[config.mk]
export PLATFORM = sky130hd
export DESIGN_NAME = rounded_rect_span_generator_top
export DESIGN_NICKNAME = d
export VERILOG_FILES = /design/src/hdl/rrsg_pkg.sv /design/src/hdl/rounded_rect_span_generator_top.sv
export SDC_FILE = /design/constraint.sdc
export NUM_CORES = 1
export LEC_CHECK = 0
export ABC_AREA = 1
export ABC_CLOCK_PERIOD_IN_PS = 7550
export BUFFER_PORTS_ARGS = -buffer_cell sky130_fd_sc_hd__buf_2
export CAP_MARGIN = 25
export CORE_MARGIN = 5
export CORE_UTILIZATION = 60
export CTS_CLUSTER_DIAMETER = 100
export DETAILED_ROUTE_END_ITERATION = 12
export PLACE_DENSITY_LB_ADDON = 0.12
export SLEW_MARGIN = 20
export SYNTH_ARGS = -nofsm -noshare
export SYNTH_HDL_FRONTEND = slang
export SYNTH_SLANG_ARGS = --single-unit
[constraint.sdc]
create_clock -name clk -period 7.55 [get_ports clk]
set_input_delay 0.3775 -clock clk [delete_from_list [all_inputs] [get_ports clk]]
set_output_delay 0.3775 -clock clk [all_outputs]
set_load 0.1 [all_outputs]
[src/hdl/rrsg_pkg.sv]
// ----------------------------------------------------------------------------
// Rounded rectangle span generator package
// Shared constants and the sequencer state type.
// ----------------------------------------------------------------------------
package rrsg_pkg;

    localparam int unsigned MAX_RADIUS  = 255;
    localparam int unsigned RADIUS_W    = 8;
    localparam int unsigned SQ_W        = 2 * RADIUS_W;
    localparam int unsigned ROOT_STEPS  = SQ_W / 2;
    localparam int unsigned STEP_CNT_W  = $clog2(ROOT_STEPS);
    localparam int unsigned ROOT_RES_W  = SQ_W + 1;

    typedef enum logic [2:0] {
        ST_IDLE,
        ST_CLAMP,
        ST_DIST,
        ST_SQR,
        ST_SQV,
        ST_ROOT,
        ST_FIN
    } rrsg_state_t;

endpackage

[src/hdl/rounded_rect_span_generator_top.sv]
// ----------------------------------------------------------------------------
// Rounded rectangle span generator
// Computes the horizontal span of one row of a rounded rectangle, using one
// shared 8x8 multiplier and a digit-by-digit square root step.
// ----------------------------------------------------------------------------
//  Channel   Direction  Handshake            Fields
//  in        input      in_valid / in_stall  rect_x .. fill_color
//  out       output     out_valid/ out_stall span_y .. span_color
//
// A corner row passes through the clamp, distance, square and subtract
// states and the 8 square root steps, then the finishing state; a middle
// row or a row outside the rectangle goes from the distance state straight
// to finishing. The square root steps use the shared compare/subtract unit.
// A new item is taken only when the sequencer is idle; the finishing state
// holds while the output register is full and stalled.
// Reset clears the sequencer and the output valid flag.
module rounded_rect_span_generator_top
(
    input  logic                clk,
    input  logic                rst_n,
    input  logic                in_valid,
    output logic                in_stall,
    input  logic signed [12:0]  rect_x,
    input  logic signed [12:0]  rect_y,
    input  logic        [11:0]  rect_w,
    input  logic        [11:0]  rect_h,
    input  logic [rrsg_pkg::RADIUS_W-1:0] corner_radius,
    input  logic        [11:0]  row_offset,
    input  logic        [31:0]  fill_color,
    output logic                out_valid,
    input  logic                out_stall,
    output logic signed [13:0]  span_y,
    output logic signed [13:0]  span_x,
    output logic        [11:0]  span_width,
    output logic                span_valid,
    output logic        [31:0]  span_color
);
    import rrsg_pkg::*;

    rrsg_state_t state_reg, state_next;

    logic signed [12:0]         x_reg, x_next;
    logic signed [12:0]         y_reg, y_next;
    logic [11:0]                w_reg, w_next;
    logic [11:0]                h_reg, h_next;
    logic [11:0]                row_reg, row_next;
    logic [31:0]                color_reg, color_next;
    logic [RADIUS_W-1:0]        r_reg, r_next;
    logic [RADIUS_W-1:0]        vy_reg, vy_next;
    logic                       banded_reg, banded_next;
    logic                       inside_reg, inside_next;
    logic [SQ_W-1:0]            acc_reg, acc_next;
    logic [ROOT_RES_W-1:0]      res_reg, res_next;
    logic [SQ_W-1:0]            bit_reg, bit_next;
    logic [STEP_CNT_W-1:0]      cnt_reg, cnt_next;

    logic                       out_valid_reg, out_valid_next;
    logic signed [13:0]         span_y_reg, span_y_next;
    logic signed [13:0]         span_x_reg, span_x_next;
    logic [11:0]                span_width_reg, span_width_next;
    logic                       span_valid_reg, span_valid_next;
    logic [31:0]                span_color_reg, span_color_next;

    logic                       in_accept;
    logic                       out_free;
    logic [RADIUS_W-1:0]        mul_a;
    logic [RADIUS_W-1:0]        mul_b;
    logic [SQ_W-1:0]            product;
    logic [ROOT_RES_W-1:0]      root_trial;
    logic                       root_take;
    logic [RADIUS_W-1:0]        r_clamp;
    logic                       row_inside;
    logic                       row_top;
    logic                       row_bottom;
    logic [11:0]                row_dist;
    logic [RADIUS_W-1:0]        inset;

    assign in_stall   = (state_reg != ST_IDLE);
    assign in_accept  = in_valid && !in_stall;
    assign out_free   = !out_valid_reg || !out_stall;

    assign out_valid  = out_valid_reg;
    assign span_y     = span_y_reg;
    assign span_x     = span_x_reg;
    assign span_width = span_width_reg;
    assign span_valid = span_valid_reg;
    assign span_color = span_color_reg;

    // Shared multiplier and square root step.
    assign mul_a      = (state_reg == ST_SQR) ? r_reg : vy_reg;
    assign mul_b      = mul_a;
    assign product    = SQ_W'(mul_a) * SQ_W'(mul_b);
    assign root_trial = res_reg + ROOT_RES_W'(bit_reg);
    assign root_take  = ROOT_RES_W'(acc_reg) >= root_trial;

    always_comb
    begin
        r_clamp = r_reg;
        if (32'(r_clamp) > MAX_RADIUS)
        begin
            r_clamp = RADIUS_W'(MAX_RADIUS);
        end
        if (12'(r_clamp) > {1'b0, w_reg[11:1]})
        begin
            r_clamp = RADIUS_W'(w_reg[11:1]);
        end
        if (12'(r_clamp) > {1'b0, h_reg[11:1]})
        begin
            r_clamp = RADIUS_W'(h_reg[11:1]);
        end
    end

    assign row_inside = row_reg < h_reg;
    assign row_top    = row_reg < 12'(r_reg);
    assign row_bottom = row_reg >= (h_reg - 12'(r_reg));
    assign row_dist   = row_top ? row_reg : (h_reg - 12'd1 - row_reg);
    assign inset      = banded_reg ? (r_reg - res_reg[RADIUS_W-1:0]) : '0;

    always_comb
    begin
        state_next = state_reg;
        case (state_reg)
            ST_IDLE:
            begin
                if (in_accept)
                begin
                    state_next = ST_CLAMP;
                end
            end
            ST_CLAMP:
            begin
                state_next = ST_DIST;
            end
            ST_DIST:
            begin
                if (row_inside && (row_top || row_bottom))
                begin
                    state_next = ST_SQR;
                end
                else
                begin
                    state_next = ST_FIN;
                end
            end
            ST_SQR:
            begin
                state_next = ST_SQV;
            end
            ST_SQV:
            begin
                state_next = ST_ROOT;
            end
            ST_ROOT:
            begin
                if (cnt_reg == STEP_CNT_W'(ROOT_STEPS - 1))
                begin
                    state_next = ST_FIN;
                end
            end
            ST_FIN:
            begin
                if (out_free)
                begin
                    state_next = ST_IDLE;
                end
            end
            default:
            begin
                state_next = ST_IDLE;
            end
        endcase
    end

    always_comb
    begin
        x_next          = x_reg;
        y_next          = y_reg;
        w_next          = w_reg;
        h_next          = h_reg;
        row_next        = row_reg;
        color_next      = color_reg;
        r_next          = r_reg;
        vy_next         = vy_reg;
        banded_next     = banded_reg;
        inside_next     = inside_reg;
        acc_next        = acc_reg;
        res_next        = res_reg;
        bit_next        = bit_reg;
        cnt_next        = cnt_reg;
        out_valid_next  = out_valid_reg && out_stall;
        span_y_next     = span_y_reg;
        span_x_next     = span_x_reg;
        span_width_next = span_width_reg;
        span_valid_next = span_valid_reg;
        span_color_next = span_color_reg;
        case (state_reg)
            ST_IDLE:
            begin
                if (in_accept)
                begin
                    x_next     = rect_x;
                    y_next     = rect_y;
                    w_next     = rect_w;
                    h_next     = rect_h;
                    row_next   = row_offset;
                    color_next = fill_color;
                    r_next     = corner_radius;
                end
            end
            ST_CLAMP:
            begin
                r_next = r_clamp;
            end
            ST_DIST:
            begin
                inside_next = row_inside;
                banded_next = row_inside && (row_top || row_bottom);
                vy_next     = r_reg - RADIUS_W'(1) - row_dist[RADIUS_W-1:0];
            end
            ST_SQR:
            begin
                acc_next = product;
            end
            ST_SQV:
            begin
                acc_next = acc_reg - product;
                res_next = '0;
                bit_next = SQ_W'(1) << (SQ_W - 2);
                cnt_next = '0;
            end
            ST_ROOT:
            begin
                if (root_take)
                begin
                    acc_next = acc_reg - root_trial[SQ_W-1:0];
                    res_next = (res_reg >> 1) + ROOT_RES_W'(bit_reg);
                end
                else
                begin
                    res_next = res_reg >> 1;
                end
                bit_next = bit_reg >> 2;
                cnt_next = cnt_reg + STEP_CNT_W'(1);
            end
            ST_FIN:
            begin
                if (out_free)
                begin
                    out_valid_next  = 1'b1;
                    span_y_next     = 14'(y_reg) + $signed({2'b00, row_reg});
                    span_color_next = color_reg;
                    span_valid_next = inside_reg;
                    if (inside_reg)
                    begin
                        span_x_next     = 14'(x_reg) + $signed({6'b0, inset});
                        span_width_next = w_reg - {3'b0, inset, 1'b0};
                    end
                    else
                    begin
                        span_x_next     = '0;
                        span_width_next = '0;
                    end
                end
            end
            default:
            begin
            end
        endcase
    end

    always_ff @(posedge clk or negedge rst_n)
    begin
        if (!rst_n)
        begin
            state_reg     <= ST_IDLE;
            out_valid_reg <= 1'b0;
        end
        else
        begin
            state_reg     <= state_next;
            out_valid_reg <= out_valid_next;
        end
    end

    always_ff @(posedge clk)
    begin
        x_reg          <= x_next;
        y_reg          <= y_next;
        w_reg          <= w_next;
        h_reg          <= h_next;
        row_reg        <= row_next;
        color_reg      <= color_next;
        r_reg          <= r_next;
        vy_reg         <= vy_next;
        banded_reg     <= banded_next;
        inside_reg     <= inside_next;
        acc_reg        <= acc_next;
        res_reg        <= res_next;
        bit_reg        <= bit_next;
        cnt_reg        <= cnt_next;
        span_y_reg     <= span_y_next;
        span_x_reg     <= span_x_next;
        span_width_reg <= span_width_next;
        span_valid_reg <= span_valid_next;
        span_color_reg <= span_color_next;
    end

    a_busy_after_accept: assert property (@(posedge clk) disable iff (!rst_n)
        in_accept |=> in_stall)
        else $error("sequencer did not leave idle after an item was taken");

    a_root_within_radius: assert property (@(posedge clk) disable iff (!rst_n)
        (state_reg == ST_FIN && banded_reg) |-> (res_reg <= ROOT_RES_W'(r_reg)))
        else $error("square root exceeds the corner radius");

    a_radius_clamped: assert property (@(posedge clk) disable iff (!rst_n)
        (state_reg == ST_FIN) |->
            (12'(r_reg) <= {1'b0, w_reg[11:1]} && 12'(r_reg) <= {1'b0, h_reg[11:1]}))
        else $error("radius not clamped to half the rectangle");

    a_outside_row_empty: assert property (@(posedge clk) disable iff (!rst_n)
        (out_valid && !span_valid) |-> (span_x == 14'sd0 && span_width == 12'd0))
        else $error("row outside the rectangle produced a span");

endmodule
---- After elaboration in Yosys (flattened, before gate mapping) ----
Index checks and enable logic that the tools add are counted.
cells by class
  add/subtract/negate cells ............... 14
  $mul .................................... 1
  order comparisons ....................... 6
  equality and inequality tests ........... 11
  mux-type cells .......................... 20
  reductions and logical operators ........ 18
operator list
  cell                                              number
  two-way mux 8 bit                                 6
  one-hot mux 16 bit (3 select lines)               1
  one-hot mux 17 bit (2 select lines)               1
  one-hot mux 16 bit (2 select lines)               1
  subtractor 16 bit                                 2
  subtractor 8 bit                                  3
  > comparator 8 x 11 -> 1 bit                      2
  one-hot mux 3 bit (7 select lines)                1
  adder 16 x 16 -> 17 bit                           1
  adder 17 x 16 -> 17 bit                           1
  >= comparator 16 x 17 -> 1 bit                    1
  two-way mux 17 bit                                1
  multiplier 8 x 8 -> 16 bit                        1
  two-way mux 16 bit                                1
  one-hot mux 8 bit (2 select lines)                1
  subtractor 8 x 1 -> 8 bit, second input constant  2
  adder 13 x 13 -> 14 bit                           1
  adder 13 x 9 -> 14 bit                            1
  == test 3 bit, second input constant              4
  >= comparator 12 bit                              1
  < comparator 12 bit                               1
  < comparator 12 x 8 -> 1 bit                      1
  two-way mux 3 bit                                 4
  subtractor 12 x 8 -> 12 bit                       1
  15 further kinds                                  30
word-level totals
  flip-flop bits (word level) ............. 241
  bits of input ports ..................... 106
  output and inout bits ................... 75
  word-level logic and storage cells ...... 91

---- Depth between registers and ports, before layout ----
  depth in word-level cells ............... 6
  gate-level depth with buffers ........... 35
  mapped depth without buffers ............ 34

---- Least setup slack after synthesis ----
Ideal clock, no wire load.
  path type ............................... reg-to-reg
  from .................................... reg state_reg[2]
  to ...................................... reg acc_reg[11] (data pin)
  data arrival time ....................... 5801 ps
  required time ........................... 7295 ps
  slack ................................... 1494 ps
  stages on the path, launching flop included .. 29
  buffers on the path ..................... 1
  path through ............................ dfrtp_1 > inv_2 > nand3_1 > clkbuf_1 > o21ai_0 > inv_1 > nor2_1 > inv_1 > fa_1 > inv_1 > fa_1 > inv_1 > fa_1 > fa_1 > inv_1 > ha_1 > a21o_1 > a31oi_1 > xor2_1 > nand2_1 > nand2_1 > ha_1 > nand2_1 > nor2_1 > a211oi_1 > nand3_1 > or2_2 > nand3_1 > nand2_1
between the ends
  longest elaborated chain between the ends .. 5
ends and longest elaborated chain
  item                                     line                                                                           RTL
  start, declared                          rounded_rect_span_generator_top.sv:40                                          rrsg_state_t state_reg, state_next;
  start signal, assigned                   rounded_rect_span_generator_top.sv:280                                         state_reg <= state_next;
  == test 3 x 2 -> 1 bit                   rounded_rect_span_generator_top.sv:90, rounded_rect_span_generator_top.sv:196
  two-way mux 8 bit                        rounded_rect_span_generator_top.sv:90                                          assign mul_a = (state_reg == ST_SQR) ? r_reg : vy_reg;
  multiplier 8 x 8 -> 16 bit               rounded_rect_span_generator_top.sv:92                                          assign product = SQ_W'(mul_a) * SQ_W'(mul_b);
  subtractor 16 bit                        rounded_rect_span_generator_top.sv:226                                         acc_next = acc_reg - product;
  one-hot mux 16 bit (3 select lines) (*)  rounded_rect_span_generator_top.sv:196                                         case (state_reg)
  via acc_next[11]                         rounded_rect_span_generator_top.sv:52                                          logic [SQ_W-1:0] acc_reg, acc_next;
  end signal, assigned                     rounded_rect_span_generator_top.sv:297                                         acc_reg <= acc_next;
  end, declared                            rounded_rect_span_generator_top.sv:52
Mark *: on every way through the listed nets, which the timed path passes. The rest lies on a longest branch.
A chain may end at the register's enable or synchronous reset.

---- Worst setup path after layout ----
  from .................................... reg state_reg[2]
  to ...................................... reg acc_reg[13] (data pin)
Same word-level chain as after synthesis.

==> metrics.md <==
| Metric | Value |
|---|---|
| Status | `finished, final reports clean` |
| Syn avg cell area | `9.46 µm²` |
| Crit Path Class | `reg2reg` |
| Slew margin rel. | `31.2%` |
| Routed Antenna Nets | `0` |
| Core footprint | `0.0259 mm²` |
| CP most frequent cell | `inv_1` |
| Worst r2r src | `state_reg[2]` |
| Crit-path leading delay family | `adder cells` |
| Seq/Total Area, Yosys | `44.5%` |
| Reg2Reg Setup Slack | `0.63 ns` |
| Warnings from Yosys | `0` |
| FFs w/ async S/R, synth | `1.72%` |
| Post-Syn Area | `~0.016 mm²` |
| Drt drc | `0` |
| CTS buffer count | `26` |
| Synth area leaders | `edfxtp_1, ha_1, nand2_1` |
| Critical path origin | `state_reg[2]` |
| Most used flip-flop cell after synthesis | `edfxtp_1` |
| Minimum clock period | `6.92 ns` |
| Largest fanout on the critical path | `16` |
| R2r endpoint | `acc_reg[13]` |
| Period utilisation layout | `91.7%` |
| Crit path launch type | `flop` |
| Post-synthesis cell type count | `50` |
| Slew Viols, Final | `0` |
| Depth of the most critical reg-to-reg path | `28` |
| Post-synth top area share | `43.9%` |
| Slowest Stage Delay on Critical Path | `between 0.6 and 0.7 ns` |
| Worst-path clk slew | `roughly 0.06 ns` |
| Req. time, crit path | `7.80 ns` |
| Detailed Routing Iterations Pass 1 | `6` |
| Setup violators final | `0` |
| Nets | `2,257` |
| Crit end category | `flop` |
| Cells after Synth | `1,655` |
| Routed WL | `39,000 µm` |
| GRT Util Overall | `26.6%` |
| Clock Sinks | `233` |
| Initial core utilization | `60.4%` |
| Post-synth EDFFs | `229` |
| DR iter-0 viols | `between 1,000 and 1,500` |
| Die Y | `172 µm` |
| GRT overflow | `0` |
| Hpwl dp | `28,300 µm` |
| Hold_buf cts | `76` |
| Antenna violations before repair | `1` |
| Fmax | `around 140 MHz` |
| #FFs+latches synth | `233` |
| Slowest stage cell, crit path | `o21ai_0` |
| Least-Margin Pin Slew | `1.03 ns` |
| Vias/cell | `5.52` |
| Average wire per cell in the routed design | `17.0 µm` |
| WP buf/inv | `6` |
| I/O Buffers | `180` |
| Final Skew | `roughly 0.047 ns` |
| Layout cells sized above 1 | `13.1%` |
| Placer congestion estimate | `0.943` |
| Full die area | `0.0294 mm²` |
| Count leader, synth | `nand2_1` |
| Worst EP arrival | `7.17 ns` |
| Worst setup endpoint | `acc_reg[13]` |
| Top-level I/O count | `181` |
| H-tree levels | `1` |
| Fin area | `0.0187 mm²` |
| Area grow syn2layout | `19.2%` |
| Clock buffer depth | `3` |
| Placed cell area | `0.0170 mm²` |
| Post-CTS resize count | `0` |
| Final hold violation count | `0` |
| Die width | `172 µm` |
| Synth area leader | `edfxtp_1` |
| Detailed-route via count | `roughly 13,000` |
| Max Cap Viol | `0` |
| Instance count on the critical path | `28` |
| Largest net degree at the start of global routing | `slightly below 80` |
| Post-layout util | `72.0%` |
| Commonest cells post-synth | `nand2_1, inv_1, edfxtp_1` |
| Clk_lat worst skew | `0.56 ns` |
| Vias in the first global route | `12,700` |
| Postcts setup bufs | `0` |
| FP Rows | `between 50 and 60` |
| RSZ-0062 raised after global routing | `no` |
| Synthesized net count | `a little under 2,000` |
| Setup TNS | `0 ns` |
| CTS tree | `done` |
| CTS root buffer | `clkbuf_16` |
| First-pass GRT wire length | `62,900 µm` |
| Worst Hold Class | `in2reg` |
==> layout make-up <==
type                            count  area (µm²)
Multi-Input combinational cell   1170        7740
Tap cell                          335         419
Clock buffer                       33         727
Clock inverter                     15         139
Sequential cell                   233        6980
Antenna cell                        1        2.50
Inverter                          236         886
Fill cell                        1891        7240
Timing Repair Buffer              269        1770
==> layout by cell type, fill, tap and decap left out, types with 61 or more instances in the layout <==
cell type / Yosys / routed
nand2_1: 324 / 324
inv_1: 230 / 230
edfxtp_1: 229 / 229
ha_1: 183 / 183
buf_2: 4 / 180
nor2_1: 125 / 123
a21oi_1: 124 / 123
o21ai_0: 113 / 113
dlygate4sd3_1: 0 / 82
nand3_1: 61 / 61
==> metrics by stage <==
stage	hold WS, ns	worst slack, ns	std cells
after floorplan	0.0819	1.49	1655
after global placement	0.187	0.928	2161
after detailed placement	0.191	0.648	2161
after CTS	0.000853	0.626	2285
after global routing	0.00620	0.0764	2292
final	0.0221	0.627	2292
==> per-layer routing <==
layer	vias up	wire, µm	GRT usage [%]	part of all wire, %
met2	439	19200	46.6	49
li1	6223	-	-	-
met5	-	0	0	0
met3	69	2500	3.47	6.4
met1	5918	16400	35.4	42
met4	0	852	6.44	2.2
==> logic make-up (layout without fill, tap and decap cells) <==
family | Yosys count | after routing | share of synthesized area, %
flip-flops | 233 | 233 | 44.5
multiplexers | 1 | 1 | 0.0639
buffers and inverters | 252 | 553 | 6.14
other | 0 | 1 | 0
AND/OR/NAND/NOR | 571 | 571 | 15.3
adder cells (fa/ha/maj) | 215 | 215 | 18.7
AO/OA/AOI/OAI | 302 | 302 | 10.6
XOR/XNOR | 81 | 81 | 4.65
==> how the worst min path moves through the flow <==
stage | from | cells after the start | slack [ns] | end
finish | rect_x[0] | 1 | 0.02 | x_reg[0]
global route | rect_w[2] | 1 | 0.006 | w_reg[2]
CTS | rect_y[1] | 1 | 0.0009 | y_reg[1]
detailed placement | rst_n | 1 | 0.19 | state_reg[2]
global placement | rst_n | 1 | 0.19 | out_valid
floorplan | rst_n | 0 | 0.08 | out_valid
Power is not shown: default switching activity piles up to over one toggle a cycle in this logic, so the estimate is an artifact.
